$ cat config.mk
export PLATFORM = sky130hd
export DESIGN_NAME = transparent_run_bitmap_decoder_unit
export DESIGN_NICKNAME = d
export VERILOG_FILES = /design/src/hdl/trbd_pkg.sv /design/src/hdl/transparent_run_bitmap_decoder_unit.sv /design/src/hdl/trbd_front.sv /design/src/hdl/trbd_queue.sv /design/src/hdl/trbd_back.sv
export SDC_FILE = /design/constraint.sdc
export NUM_CORES = 1
export LEC_CHECK = 0
export ABC_AREA = 1
export ABC_CLOCK_PERIOD_IN_PS = 6100
export BUFFER_PORTS_ARGS = -buffer_cell sky130_fd_sc_hd__buf_4
export CELL_PAD_IN_SITES_DETAIL_PLACEMENT = 1
export CELL_PAD_IN_SITES_GLOBAL_PLACEMENT = 1
export CORE_AREA = 2 2 242 244
export DETAILED_ROUTE_END_ITERATION = 8
export DIE_AREA = 0 0 244 246
export PLACE_DENSITY_LB_ADDON = 0.1
export SETUP_SLACK_MARGIN = 0.4
export SYNTH_ARGS = -nofsm -noshare
export SYNTH_HDL_FRONTEND = slang
export SYNTH_SLANG_ARGS = --single-unit
export TNS_END_PERCENT = 20
$ cat constraint.sdc
create_clock -name clk -period 6.1 [get_ports clk]
set_input_delay 0.61 -clock clk [delete_from_list [all_inputs] [get_ports clk]]
set_output_delay 0.61 -clock clk [all_outputs]
set_load 0.01 [all_outputs]
$ cat src/hdl/trbd_pkg.sv
// shared types, constants and helpers of the transparent-run bitmap decoder
// no dependencies; imported by every module of the block
package trbd_pkg;

	// largest line count and line length that the decoder honors
	localparam int MAX_DIM = 1024;

	// depth of the queue between the front and the back part
	localparam int QDEPTH = 2;

	// result kinds
	localparam logic [1:0] KIND_PIXEL = 2'd0;
	localparam logic [1:0] KIND_SPAN  = 2'd1;
	localparam logic [1:0] KIND_ERROR = 2'd2;

	// command phases in holes mode
	localparam logic [1:0] PH_HIGH = 2'd0;
	localparam logic [1:0] PH_LOW  = 2'd1;
	localparam logic [1:0] PH_LIT  = 2'd2;

	// register indexes of the configuration port
	localparam logic [1:0] REG_LINES   = 2'd0;
	localparam logic [1:0] REG_PPL     = 2'd1;
	localparam logic [1:0] REG_COLUMN  = 2'd2;
	localparam logic [1:0] REG_HOLES   = 2'd3;

	// effective configuration, dimensions already clamped
	typedef struct packed {
		logic [10:0] lines;
		logic [10:0] ppl;
		logic        column_major;
		logic        holes_mode;
	} cfg_t;

	// one decoded result before address generation
	typedef struct packed {
		logic [1:0]  kind;
		logic [10:0] line;
		logic [10:0] pix;
		logic [10:0] count;
		logic [7:0]  value;
		logic        lend;
		logic        iend;
	} res_t;

	// zero acts as one, anything above MAX_DIM acts as MAX_DIM
	function automatic logic [10:0] clamp_dim(logic [10:0] v);
		logic [10:0] r;
		if (v == '0) begin
			r = 11'd1;
		end else if (32'(v) > 32'(MAX_DIM)) begin
			r = 11'(MAX_DIM);
		end else begin
			r = v;
		end
		return r;
	endfunction

endpackage

$ cat src/hdl/transparent_run_bitmap_decoder_unit.sv
// Transparent-run bitmap decoder. Decodes one image's pixel byte stream, in plain
// or holes (skip/literal/end command) form, into pixel writes, zero-fill spans and
// sticky error beats with image-relative addresses in row- or column-major order.
// A byte is taken every cycle while the result queue is not full; a byte that yields
// a result is decoded into the queue at the edge that accepts it, then passes the
// multiply stage and the output register to show up on the output, and a two-entry
// queue between front and back lets either side stall on its own.
// Configuration registers sit on the APB port at 0x0 lines_per_image, 0x4
// pixels_per_line, 0x8 column_major, 0xC holes_mode; write them only while idle.
// Depends on trbd_pkg, trbd_front, trbd_queue and trbd_back.
module transparent_run_bitmap_decoder_unit import trbd_pkg::*; (
	input  logic        clk,
	input  logic        arst_n,
	// configuration port
	input  logic        psel,
	input  logic        penable,
	input  logic        pwrite,
	input  logic [3:0]  paddr,
	input  logic [31:0] pwdata,
	output logic [31:0] prdata,
	output logic        pready,
	// byte input
	input  logic        in_valid,
	output logic        in_ready,
	input  logic [7:0]  data_byte,
	input  logic        image_start,
	// result output
	output logic        out_valid,
	input  logic        out_ready,
	output logic [1:0]  kind,
	output logic [19:0] address,
	output logic [10:0] stride,
	output logic [10:0] span_count,
	output logic [7:0]  pixel_value,
	output logic [9:0]  line_index,
	output logic [10:0] pixel_index,
	output logic        line_end,
	output logic        image_end
);

	logic [10:0] lines_q, ppl_q;
	logic        column_q, holes_q;
	logic        wr_en;
	cfg_t        cfg;

	logic        in_fire;
	logic        res_valid;
	res_t        res;
	logic        q_push, q_pop, q_full, q_valid;
	res_t        q_head;

	// register file
	assign pready = 1'b1;
	assign wr_en  = psel && penable && pwrite;

	always_ff @(posedge clk or negedge arst_n) begin
		if (!arst_n) begin
			lines_q  <= 11'd1;
			ppl_q    <= 11'd1;
			column_q <= 1'b0;
			holes_q  <= 1'b0;
		end else if (wr_en) begin
			unique case (paddr[3:2])
				REG_LINES:  lines_q  <= pwdata[10:0];
				REG_PPL:    ppl_q    <= pwdata[10:0];
				REG_COLUMN: column_q <= pwdata[0];
				REG_HOLES:  holes_q  <= pwdata[0];
			endcase
		end
	end

	always_comb begin
		unique case (paddr[3:2])
			REG_LINES:  prdata = {21'd0, lines_q};
			REG_PPL:    prdata = {21'd0, ppl_q};
			REG_COLUMN: prdata = {31'd0, column_q};
			REG_HOLES:  prdata = {31'd0, holes_q};
		endcase
	end

	// effective configuration
	always_comb begin
		cfg.lines        = clamp_dim(lines_q);
		cfg.ppl          = clamp_dim(ppl_q);
		cfg.column_major = column_q;
		cfg.holes_mode   = holes_q;
	end

	// front
	assign in_ready = !q_full;
	assign in_fire  = in_valid && in_ready;
	assign q_push   = in_fire && res_valid;

	trbd_front u_front (
		.clk         (clk),
		.arst_n      (arst_n),
		.cfg         (cfg),
		.in_fire     (in_fire),
		.data_byte   (data_byte),
		.image_start (image_start),
		.res_valid   (res_valid),
		.res         (res)
	);

	// result queue
	trbd_queue u_queue (
		.clk       (clk),
		.arst_n    (arst_n),
		.push      (q_push),
		.push_data (res),
		.pop       (q_pop),
		.full      (q_full),
		.not_empty (q_valid),
		.head      (q_head)
	);

	// back
	trbd_back u_back (
		.clk         (clk),
		.arst_n      (arst_n),
		.cfg         (cfg),
		.q_valid     (q_valid),
		.q_head      (q_head),
		.q_pop       (q_pop),
		.out_valid   (out_valid),
		.out_ready   (out_ready),
		.kind        (kind),
		.address     (address),
		.stride      (stride),
		.span_count  (span_count),
		.pixel_value (pixel_value),
		.line_index  (line_index),
		.pixel_index (pixel_index),
		.line_end    (line_end),
		.image_end   (image_end)
	);

	// no push into a full queue
	a_no_overflow: assert property (@(posedge clk) disable iff (!arst_n)
		q_full |-> !q_push)
		else $error("result pushed into full queue");

	// a pixel beat always covers exactly one pixel
	a_pixel_count: assert property (@(posedge clk) disable iff (!arst_n)
		(out_valid && kind == KIND_PIXEL) |-> span_count == 11'd1)
		else $error("pixel beat with count other than one");

	// error beats carry no count and end nothing
	a_error_beat: assert property (@(posedge clk) disable iff (!arst_n)
		(out_valid && kind == KIND_ERROR) |-> (span_count == '0 && !line_end && !image_end))
		else $error("malformed error beat");

	// the last line's result also ends its line
	a_image_end: assert property (@(posedge clk) disable iff (!arst_n)
		(out_valid && image_end) |-> line_end)
		else $error("image end without line end");

endmodule

$ cat src/hdl/trbd_front.sv
// front part: takes stream bytes, tracks line/pixel position and command phase
// and classifies each byte into at most one result; depends on trbd_pkg
module trbd_front import trbd_pkg::*; (
	input  logic       clk,
	input  logic       arst_n,
	input  cfg_t       cfg,
	input  logic       in_fire,
	input  logic [7:0] data_byte,
	input  logic       image_start,
	output logic       res_valid,
	output res_t       res
);

	logic [10:0] line_q, pix_q, lit_q;
	logic [1:0]  phase_q;
	logic [7:0]  chigh_q;
	logic        err_q, done_q;

	logic [10:0] line_v, pix_v, lit_v;
	logic [1:0]  phase_v;
	logic [7:0]  chigh_v;
	logic        err_v, done_v;

	logic [10:0] line_n, pix_n, lit_n;
	logic [1:0]  phase_n;
	logic [7:0]  chigh_n;
	logic        err_n, done_n;

	logic [10:0] pix_inc, line_inc, lit_dec;
	logic [15:0] cmd;
	logic [16:0] run, run_sum;
	logic        run_over;

	// position and run arithmetic
	always_comb begin
		line_v  = image_start ? '0 : line_q;
		pix_v   = image_start ? '0 : pix_q;
		lit_v   = image_start ? '0 : lit_q;
		phase_v = image_start ? PH_HIGH : phase_q;
		chigh_v = image_start ? '0 : chigh_q;
		err_v   = image_start ? 1'b0 : err_q;
		done_v  = image_start ? 1'b0 : done_q;

		pix_inc  = pix_v + 11'd1;
		line_inc = line_v + 11'd1;
		lit_dec  = lit_v - 11'd1;
		cmd      = {chigh_v, data_byte};
		run      = cmd[15] ? (17'h10000 - {1'b0, cmd}) : {1'b0, cmd};
		run_sum  = {6'd0, pix_v} + run;
		run_over = run_sum > {6'd0, cfg.ppl};
	end

	// decode one byte
	always_comb begin
		line_n    = line_v;
		pix_n     = pix_v;
		lit_n     = lit_v;
		phase_n   = phase_v;
		chigh_n   = chigh_v;
		err_n     = err_v;
		done_n    = done_v;
		res_valid = 1'b0;
		res       = '0;
		res.line  = line_v;
		res.pix   = pix_v;

		if (!done_v) begin
			if (err_v) begin
				res_valid = 1'b1;
				res.kind  = KIND_ERROR;
			end else if (!cfg.holes_mode) begin
				// plain line: every byte is a pixel
				res_valid  = 1'b1;
				res.kind   = KIND_PIXEL;
				res.count  = 11'd1;
				res.value  = data_byte;
				res.lend   = pix_inc >= cfg.ppl;
				pix_n      = pix_inc;
				if (pix_inc >= cfg.ppl) begin
					line_n   = line_inc;
					pix_n    = '0;
					phase_n  = PH_HIGH;
					lit_n    = '0;
					done_n   = line_inc >= cfg.lines;
					res.iend = line_inc >= cfg.lines;
				end
			end else begin
				unique case (phase_v)
					PH_HIGH: begin
						chigh_n = data_byte;
						phase_n = PH_LOW;
					end
					PH_LIT: begin
						res_valid = 1'b1;
						res.kind  = KIND_PIXEL;
						res.count = 11'd1;
						res.value = data_byte;
						pix_n     = pix_inc;
						lit_n     = lit_dec;
						if (lit_dec == '0) begin
							phase_n = PH_HIGH;
						end
					end
					default: begin
						// low byte completes the command word
						phase_n = PH_HIGH;
						if (cmd == '0) begin
							res_valid = 1'b1;
							res.kind  = KIND_SPAN;
							res.count = (cfg.ppl > pix_v) ? cfg.ppl - pix_v : '0;
							res.lend  = 1'b1;
							res.iend  = line_inc >= cfg.lines;
							line_n    = line_inc;
							pix_n     = '0;
							lit_n     = '0;
							done_n    = line_inc >= cfg.lines;
						end else if (run_over) begin
							res_valid = 1'b1;
							res.kind  = KIND_ERROR;
							err_n     = 1'b1;
						end else if (cmd[15]) begin
							res_valid = 1'b1;
							res.kind  = KIND_SPAN;
							res.count = run[10:0];
							pix_n     = run_sum[10:0];
						end else begin
							lit_n   = cmd[10:0];
							phase_n = PH_LIT;
						end
					end
				endcase
			end
		end
	end

	// decoder state
	always_ff @(posedge clk or negedge arst_n) begin
		if (!arst_n) begin
			line_q  <= '0;
			pix_q   <= '0;
			lit_q   <= '0;
			phase_q <= PH_HIGH;
			chigh_q <= '0;
			err_q   <= 1'b0;
			done_q  <= 1'b0;
		end else if (in_fire) begin
			line_q  <= line_n;
			pix_q   <= pix_n;
			lit_q   <= lit_n;
			phase_q <= phase_n;
			chigh_q <= chigh_n;
			err_q   <= err_n;
			done_q  <= done_n;
		end
	end

endmodule

$ cat src/hdl/trbd_queue.sv
// short result queue between the front and the back part
// depends on trbd_pkg for res_t and the depth
module trbd_queue import trbd_pkg::*; (
	input  logic clk,
	input  logic arst_n,
	input  logic push,
	input  res_t push_data,
	input  logic pop,
	output logic full,
	output logic not_empty,
	output res_t head
);

	localparam int QW = $clog2(QDEPTH);

	res_t          entry_q [QDEPTH];
	logic [QW-1:0] wr_ptr_q, rd_ptr_q;
	logic [QW:0]   cnt_q;

	assign full      = cnt_q == (QW + 1)'(QDEPTH);
	assign not_empty = cnt_q != '0;
	assign head      = entry_q[rd_ptr_q];

	// storage
	always_ff @(posedge clk) begin
		if (push) begin
			entry_q[wr_ptr_q] <= push_data;
		end
	end

	// pointers and fill count
	always_ff @(posedge clk or negedge arst_n) begin
		if (!arst_n) begin
			wr_ptr_q <= '0;
			rd_ptr_q <= '0;
			cnt_q    <= '0;
		end else begin
			if (push) begin
				wr_ptr_q <= wr_ptr_q + 1'b1;
			end
			if (pop) begin
				rd_ptr_q <= rd_ptr_q + 1'b1;
			end
			if (push && !pop) begin
				cnt_q <= cnt_q + 1'b1;
			end else if (pop && !push) begin
				cnt_q <= cnt_q - 1'b1;
			end
		end
	end

endmodule

$ cat src/hdl/trbd_back.sv
// back part: turns queued results into addressed output beats
// multiply stage, then add into the output register; depends on trbd_pkg
module trbd_back import trbd_pkg::*; (
	input  logic        clk,
	input  logic        arst_n,
	input  cfg_t        cfg,
	input  logic        q_valid,
	input  res_t        q_head,
	output logic        q_pop,
	output logic        out_valid,
	input  logic        out_ready,
	output logic [1:0]  kind,
	output logic [19:0] address,
	output logic [10:0] stride,
	output logic [10:0] span_count,
	output logic [7:0]  pixel_value,
	output logic [9:0]  line_index,
	output logic [10:0] pixel_index,
	output logic        line_end,
	output logic        image_end
);

	logic        valid_s1;
	res_t        res_s1;
	logic [21:0] prod_s1;
	logic [10:0] addend_s1;
	logic [10:0] stride_s1;
	logic        adv_s1;

	assign adv_s1 = valid_s1 && (!out_valid || out_ready);
	assign q_pop  = q_valid && (!valid_s1 || adv_s1);

	// stage 1: line or pixel product
	always_ff @(posedge clk) begin
		if (q_pop) begin
			res_s1    <= q_head;
			prod_s1   <= cfg.column_major ? cfg.lines * q_head.pix : q_head.line * cfg.ppl;
			addend_s1 <= cfg.column_major ? q_head.line : q_head.pix;
			stride_s1 <= cfg.column_major ? cfg.lines : 11'd1;
		end
	end

	// output register: address sum
	always_ff @(posedge clk) begin
		if (adv_s1) begin
			kind        <= res_s1.kind;
			address     <= 20'(prod_s1 + {11'd0, addend_s1});
			stride      <= stride_s1;
			span_count  <= res_s1.count;
			pixel_value <= res_s1.value;
			line_index  <= res_s1.line[9:0];
			pixel_index <= res_s1.pix;
			line_end    <= res_s1.lend;
			image_end   <= res_s1.iend;
		end
	end

	// stage valids
	always_ff @(posedge clk or negedge arst_n) begin
		if (!arst_n) begin
			valid_s1  <= 1'b0;
			out_valid <= 1'b0;
		end else begin
			if (q_pop) begin
				valid_s1 <= 1'b1;
			end else if (adv_s1) begin
				valid_s1 <= 1'b0;
			end
			if (adv_s1) begin
				out_valid <= 1'b1;
			end else if (out_ready) begin
				out_valid <= 1'b0;
			end
		end
	end

endmodule
==> results.yml, run 1 <==
yosys:
  avgSynthCellArea_um2: 8.77
  yosysWarnings: 0
  syn_inst: 2787
  synth_area_mm2: 0.0244
  seq_area_frac_synth: 0.385
  yosysUniqueCellTypes: 59
  yosys_register_bits: 326
timing:
  worst_pin_slew_ns: 0.845
  slew_viol_final: 0
  maxSlewHeadroom: 0.431
  min_period_ns: 5.93
  finClkSkew_ns: 0.0211
  hold_violations: 0
  finalCritPeriodShare: 0.971
  max_freq_mhz: 169
  rsz0062_at_grt: "yes"
  setup_violations: 0
critical_path:
  setup.worst_path.end_class: "register"
  cp.depth: 28
  start_kind: "register"
  ff2ff_setup_slack_ns: 0.17
  critPathBufInv: 7
  reg2reg_to: "u_back.prod_s1[17]$_DFFE_PP_"
  slowest_delay_ns: 0.56
  critPathRequiredTime_ns: 6.44
  cp_top_family: "adder cells"
  worstPathMaxFanout: 5
  crit_type: "register to register"
  path_common_cell: "fa_1"
  regToRegStartpoint: "lines_q[8]$_DFFE_PN0P_"
  reg2regPathDepth: 28
  cp.arrival_ns: 6.26
  crit_slowest_cell: "fa_1"
cells_and_area:
  layout-drive-gt1-share: 0.219
  layout.nets: 3526
  antenna_cells: 0
  fin_util: 0.527
  final_common_cell: "nand2_1"
  layout_common_cells: "nand2_1, inv_1, buf_4"
  fillCellCount: 6700
  layout-area-overhead-vs-synth_pct: 23.7
drt:
  totalWireLength_um: 84500
  vias_per_cell: 5.26
  drtIter0Drc: 986
  drc_errors: 0
  ant_nets: 0
  vias: 20700
  routedWlPerCell_um: 21.5
  firstDrtPassIters: 5
grt:
  grt_overflow_total: 0
  grt_pass1_wl_um: 128000
  antenna_found_initial: 0
  grt_max_degree: 51
  grt_util_all_layers: 0.280
  grt_pass1_vias: 22400
cts:
  h-tree-depth: 2
  clock_path_buffers: 3
  cts_sinks: 326
  cts_made_buffers: 40
  clk_latency_ns: 0.58
  cts_root_buffer: "clkbuf_16"
  cts_tree: "built"
  clk_pin_slew_ns: 0.07
placed_design:
  port_buffers: 116
  place_congestion: 0.922
  post-dp-hpwl_um: 64800
worst_hold_path:
  whs_path_depth: 4
  hold_end: "u_back.out_valid$_DFFE_PN0P_"
  min_path_type: "input pin to register"
  min-delay-start: "out_ready"
die:
  die_area_mm2: 0.0600
  ios: 162
  die_h_um: 246
  coreArea_mm2: 0.0574
  initial_core_util: 0.426
  rows: 88
  die_x_um: 244
status:
  status: "completed"
job:
  drv_cap: 0
==> cells by family after synthesis <==
| logic type | share of synthesized area |
|---|---|
| multiplexers | 0.000409 |
| flip-flops | 0.385 |
| buffers and inverters | 0.0929 |
| other | 0.000307 |
| AND/OR/NAND/NOR | 0.187 |
| XOR/XNOR | 0.0287 |
| AO/OA/AOI/OAI | 0.0848 |
| adder cells (fa/ha/maj) | 0.221 |
==> Yosys cell counts (all sizes together) <==
cell type | number | area share
nand2 | 649 | 0.10
inv | 461 | 0.071
nor2 | 274 | 0.045
edfxtp | 251 | 0.31
ha | 174 | 0.089
o21ai | 163 | 0.034
fa | 161 | 0.13
a21oi | 139 | 0.029
nand3 | 97 | 0.021
dfrtp | 73 | 0.075
xor2 | 59 | 0.021
buf | 49 | 0.014
clkbuf | 34 | 0.0052
or2 | 29 | 0.0074
o22ai | 28 | 0.0072
nor3 | 23 | 0.0051
clkinv | 21 | 0.0033
xnor2 | 21 | 0.0075
a31oi | 13 | 0.0033
nand4 | 13 | 0.0042
nor4 | 8 | 0.0028
a21o | 6 | 0.0018
o211ai | 6 | 0.0018
o31ai | 5 | 0.0015
o2111ai | 4 | 0.0014
and3 | 3 | 0.00077
a211oi | 2 | 0.00061
a21boi | 2 | 0.00061
a22oi | 2 | 0.00082
a41oi | 2 | 0.00072
conb | 2 | 0.00031
dfstp | 2 | 0.0021
nand3b | 2 | 0.00061
o21a | 2 | 0.00061
o21bai | 2 | 0.00061
a221o | 1 | 0.00041
a2bb2oi | 1 | 0.00036
mux2i | 1 | 0.00041
o211a | 1 | 0.00041
o41ai | 1 | 0.00036
==> final cells by class <==
cell class                      instances  area (um^2)  share of cell area
Sequential cell                       326         9420               0.311
Clock inverter                         22          259             0.00856
Inverter                              482         1830              0.0606
Timing Repair Buffer                  372         3030               0.100
Clock buffer                           52         1050              0.0346
Multi-Input combinational cell       1917        13700               0.453
Tap cell                              765          957              0.0316
==> worst register-to-register path, delay by kind of cell, from the launching register on <==
| family | cells | cell delay, ns |
|---|---|---|
| and+or+nand+nor | 12 | 1.43 |
| adders and majority gates | 6 | 2.90 |
| AOI/OAI and AO/OA | 3 | 0.27 |
| buffers and inverters | 7 | 0.69 |
| DFF | 1 | 0.39 |
==> layer usage <==
| layer | global-route usage | up-vias | share of wire |
|---|---|---|---|
| li1 | - | 9617 | - |
| met1 | 0.347 | 10600 | 0.43 |
| met2 | 0.512 | 392 | 0.51 |
| met3 | 0.0314 | 130 | 0.034 |
| met4 | 0.0816 | 0 | 0.030 |
| met5 | 0 | - | 0 |
==> flip-flops by register name, indices dropped and copies added, names as in the netlist, 20 cells and up <==
signal and cells:
u_back.address 20, u_back.prod_s1 20, u_back.res_s1 44, u_queue.entry_q 90
==> stage by stage <==
step | setup slack (ns) | TNS, ns | hold WS, ns | cells | cell area, um^2
5_1_grt | -0.0476 | -0.0529 | 0.324 | 3936 | 30200
3_5_place_dp | -0.225 | -1.38 | 0.406 | 3819 | 27600
2_1_floorplan | -0.261 | -11.74 | 0.314 | 2807 | 24500
3_3_place_gp | -0.0818 | -0.246 | 0.402 | 3819 | 27600
6_report | 0.175 | 0 | 0.331 | 3936 | 30200
4_1_cts | 0.186 | 0 | 0.305 | 3915 | 29700
==> worst max-delay path by stage <==
| stage | startpoint | to | slack, ns |
|---|---|---|---|
| 6_report | lines_q[8]$_DFFE_PN0P_ | u_back.prod_s1[17]$_DFFE_PP_ | 0.17 |
| 5_1_grt | lines_q[8]$_DFFE_PN0P_ | u_back.prod_s1[17]$_DFFE_PP_ | -0.05 |
| 4_1_cts | ppl_q[4]$_DFFE_PN0P_ | u_back.prod_s1[9]$_DFFE_PP_ | 0.19 |
| 3_5_place_dp | ppl_q[5]$_DFFE_PN0P_ | u_back.prod_s1[16]$_DFFE_PP_ | -0.23 |
| 3_3_place_gp | ppl_q[5]$_DFFE_PN0P_ | u_back.prod_s1[14]$_DFFE_PP_ | -0.08 |
| 2_1_floorplan | image_start | u_queue.entry_q[0][0]$_DFFE_PP_ | -0.26 |
==> repair_timing <==
item / CTS / global route
hold buffers: 1 / 0
pin swaps: 69 / 81
endpoints found under the hold margin: 3 / 0
cloned: 1 / 1
setup buffers: 20 / 20
gates resized for setup: 150 / 121
endpoints found under the setup margin: 13 / 14
Power of run 1 is left out: the tool's default activity adds up to more than one toggle a clock period on the data nets, which glitch-free logic cannot reach.
==> run 2: changes to the inputs <==
- ABC_CLOCK_PERIOD_IN_PS: 6100 -> 7500
- CORE_AREA: 2 2 242 244 -> 2 2 220 222
- DIE_AREA: 0 0 244 246 -> 0 0 222 224
- clock period: 6.1 -> 7.5 ns (I/O delays scaled with it)
==> run 2 against run 1 <==
Sequential share of layout area grew 3.0 points. Maximum frequency shrank 12%. Critical path depth is 5 lower. Wire length is 6.3% lower. Core utilization increased by 5.5 points. Non-clock buffer count is 188 lower. Register-to-register slack better by 0.62 ns. Critical path type unchanged. Critical endpoint is now u_back.prod_s1[19]$_DFFE_PP_.
==> results.yml, run 2 (synthesis results as in run 1) <==
timing:
  setup_ws_ns: 0.795
  worst_pin_slew_ns: 1.12
  setup_violations: 0
  slew_viol_final: 0
  finClkSkew_ns: 0.0150
  max_freq_mhz: 149
  maxSlewHeadroom: 0.250
  rsz0062_at_grt: "yes"
  finalCritPeriodShare: 0.894
  tns_ns: 0
  hold_violations: 0
  min_period_ns: 6.71
cts:
  cts_setup_buffers: 0
  clock_path_buffers: 3
  clk_pin_slew_ns: 0.06
  h-tree-depth: 2
  cts_tree: "built"
  cts_root_buffer: "clkbuf_16"
  cts_sinks: 326
  clk_latency_ns: 0.58
  cts_made_buffers: 38
drt:
  vias: 20100
  firstDrtPassIters: 6
  routedWlPerCell_um: 22.0
  vias_per_cell: 5.60
  drtIter0Drc: 1184
  totalWireLength_um: 79200
  ant_nets: 0
  drc_errors: 0
grt:
  grt_max_degree: 67
  antenna_found_initial: 0
  grt_pass1_vias: 21800
  grt_util_all_layers: 0.322
  grt_overflow_total: 0
  grt_pass1_wl_um: 123000
die:
  die_x_um: 222
  initial_core_util: 0.516
  ios: 162
  coreArea_mm2: 0.0473
  die_area_mm2: 0.0497
  die_h_um: 224
  rows: 80
cells_and_area:
  antenna_cells: 0
  layout_common_cells: "nand2_1, inv_1, edfxtp_1"
  layout-area-overhead-vs-synth_pct: 12.7
  final_common_cell: "nand2_1"
  fillCellCount: 5585
  largest_reg_flops: 90
  regMostFlops: "u_queue.entry_q"
  reg.largest.list: "u_queue.entry_q (90), u_back.res_s1 (44)"
  layout-drive-gt1-share: 0.111
  fin_util: 0.582
  layout.nets: 3335
critical_path:
  setup.worst_path.end_class: "register"
  critPathRequiredTime_ns: 7.82
  start_kind: "register"
  crit_type: "register to register"
  ff2ff_setup_slack_ns: 0.79
  cp.arrival_ns: 7.02
  worstPathMaxFanout: 8
placed_design:
  post-dp-hpwl_um: 61100
  port_buffers: 116
  place_ws_ns: 0.723
  place_congestion: 0.927
job:
  drv_cap: 0
status:
  status: "completed"
worst_hold_path:
  min_path_type: "register to register"
## run 2: path summary, 6_finish.rpt
check                                            start                             end  cells after the start
max                               ppl_q[4]$_DFFE_PN0P_    u_back.prod_s1[19]$_DFFE_PP_                     23
min                        u_back.res_s1[13]$_DFFE_PP_  u_back.span_count[3]$_DFFE_PP_                      0
max reg2reg                       ppl_q[4]$_DFFE_PN0P_    u_back.prod_s1[19]$_DFFE_PP_                     23
min reg2reg                u_back.res_s1[13]$_DFFE_PP_  u_back.span_count[3]$_DFFE_PP_                      0
max in group asynchronous                       arst_n            column_q$_DFFE_PN0P_                      3
min in group asynchronous                       arst_n  u_front.chigh_q[6]$_DFFE_PN0P_                      2
## run 2: cell type report
class | count | area (um^2) | area share
timing repair buffer | 184 | 1410 | 0.0511
sequential | 326 | 9420 | 0.342
clock buffer | 44 | 973 | 0.0353
clock inverter | 26 | 278 | 0.0101
tap | 615 | 769 | 0.0279
inverter | 482 | 1820 | 0.0659
multi-input combinational | 1916 | 12900 | 0.468
## run 2: routing by layer
layer,vias up,GRT usage,share of wire
li1,9234,-,-
met1,10200,0.405,0.41
met2,541,0.574,0.50
met3,180,0.0345,0.046
met4,0,0.122,0.039
met5,-,0,0
## run 2: stage by stage
step	area [um^2]	std cells	hold WS (ns)
after CTS	27500	3593	0.419
after global placement	26300	3522	0.400
after global routing	27500	3593	0.422
final	27500	3593	0.418
after detailed placement	26300	3522	0.406
after floorplan	24500	2807	0.400
## run 2: what timing repair did
| action | 4_1_cts | 5_1_grt |
|---|---|---|
| setup endpoints to repair | 0 | 4 |
| resized for setup | 0 | 11 |
| hold buffers | 1 | 0 |
| hold endpoints to repair | 9 | 0 |
## run 2: critical path, stage by stage (launching register included)
cell and delay [ns]:
dfrtp_1 0.40, nor4_1 0.34, inv_1 0.10, nor4_1 0.31, a21oi_1 0.30, nor2_2 0.35
clkinv_1 0.27, buf_4 0.23, nor2_1 0.16, fa_1 0.46, fa_1 0.55, inv_1 0.05
fa_1 0.45, fa_1 0.49, inv_1 0.05, fa_1 0.46, ha_1 0.38, nand2_1 0.09
nor2_1 0.15, nand3_1 0.10, o2111ai_1 0.22, a31oi_1 0.19, xnor2_1 0.22, o22ai_1 0.10
Power of run 2 is left out for the same reason.
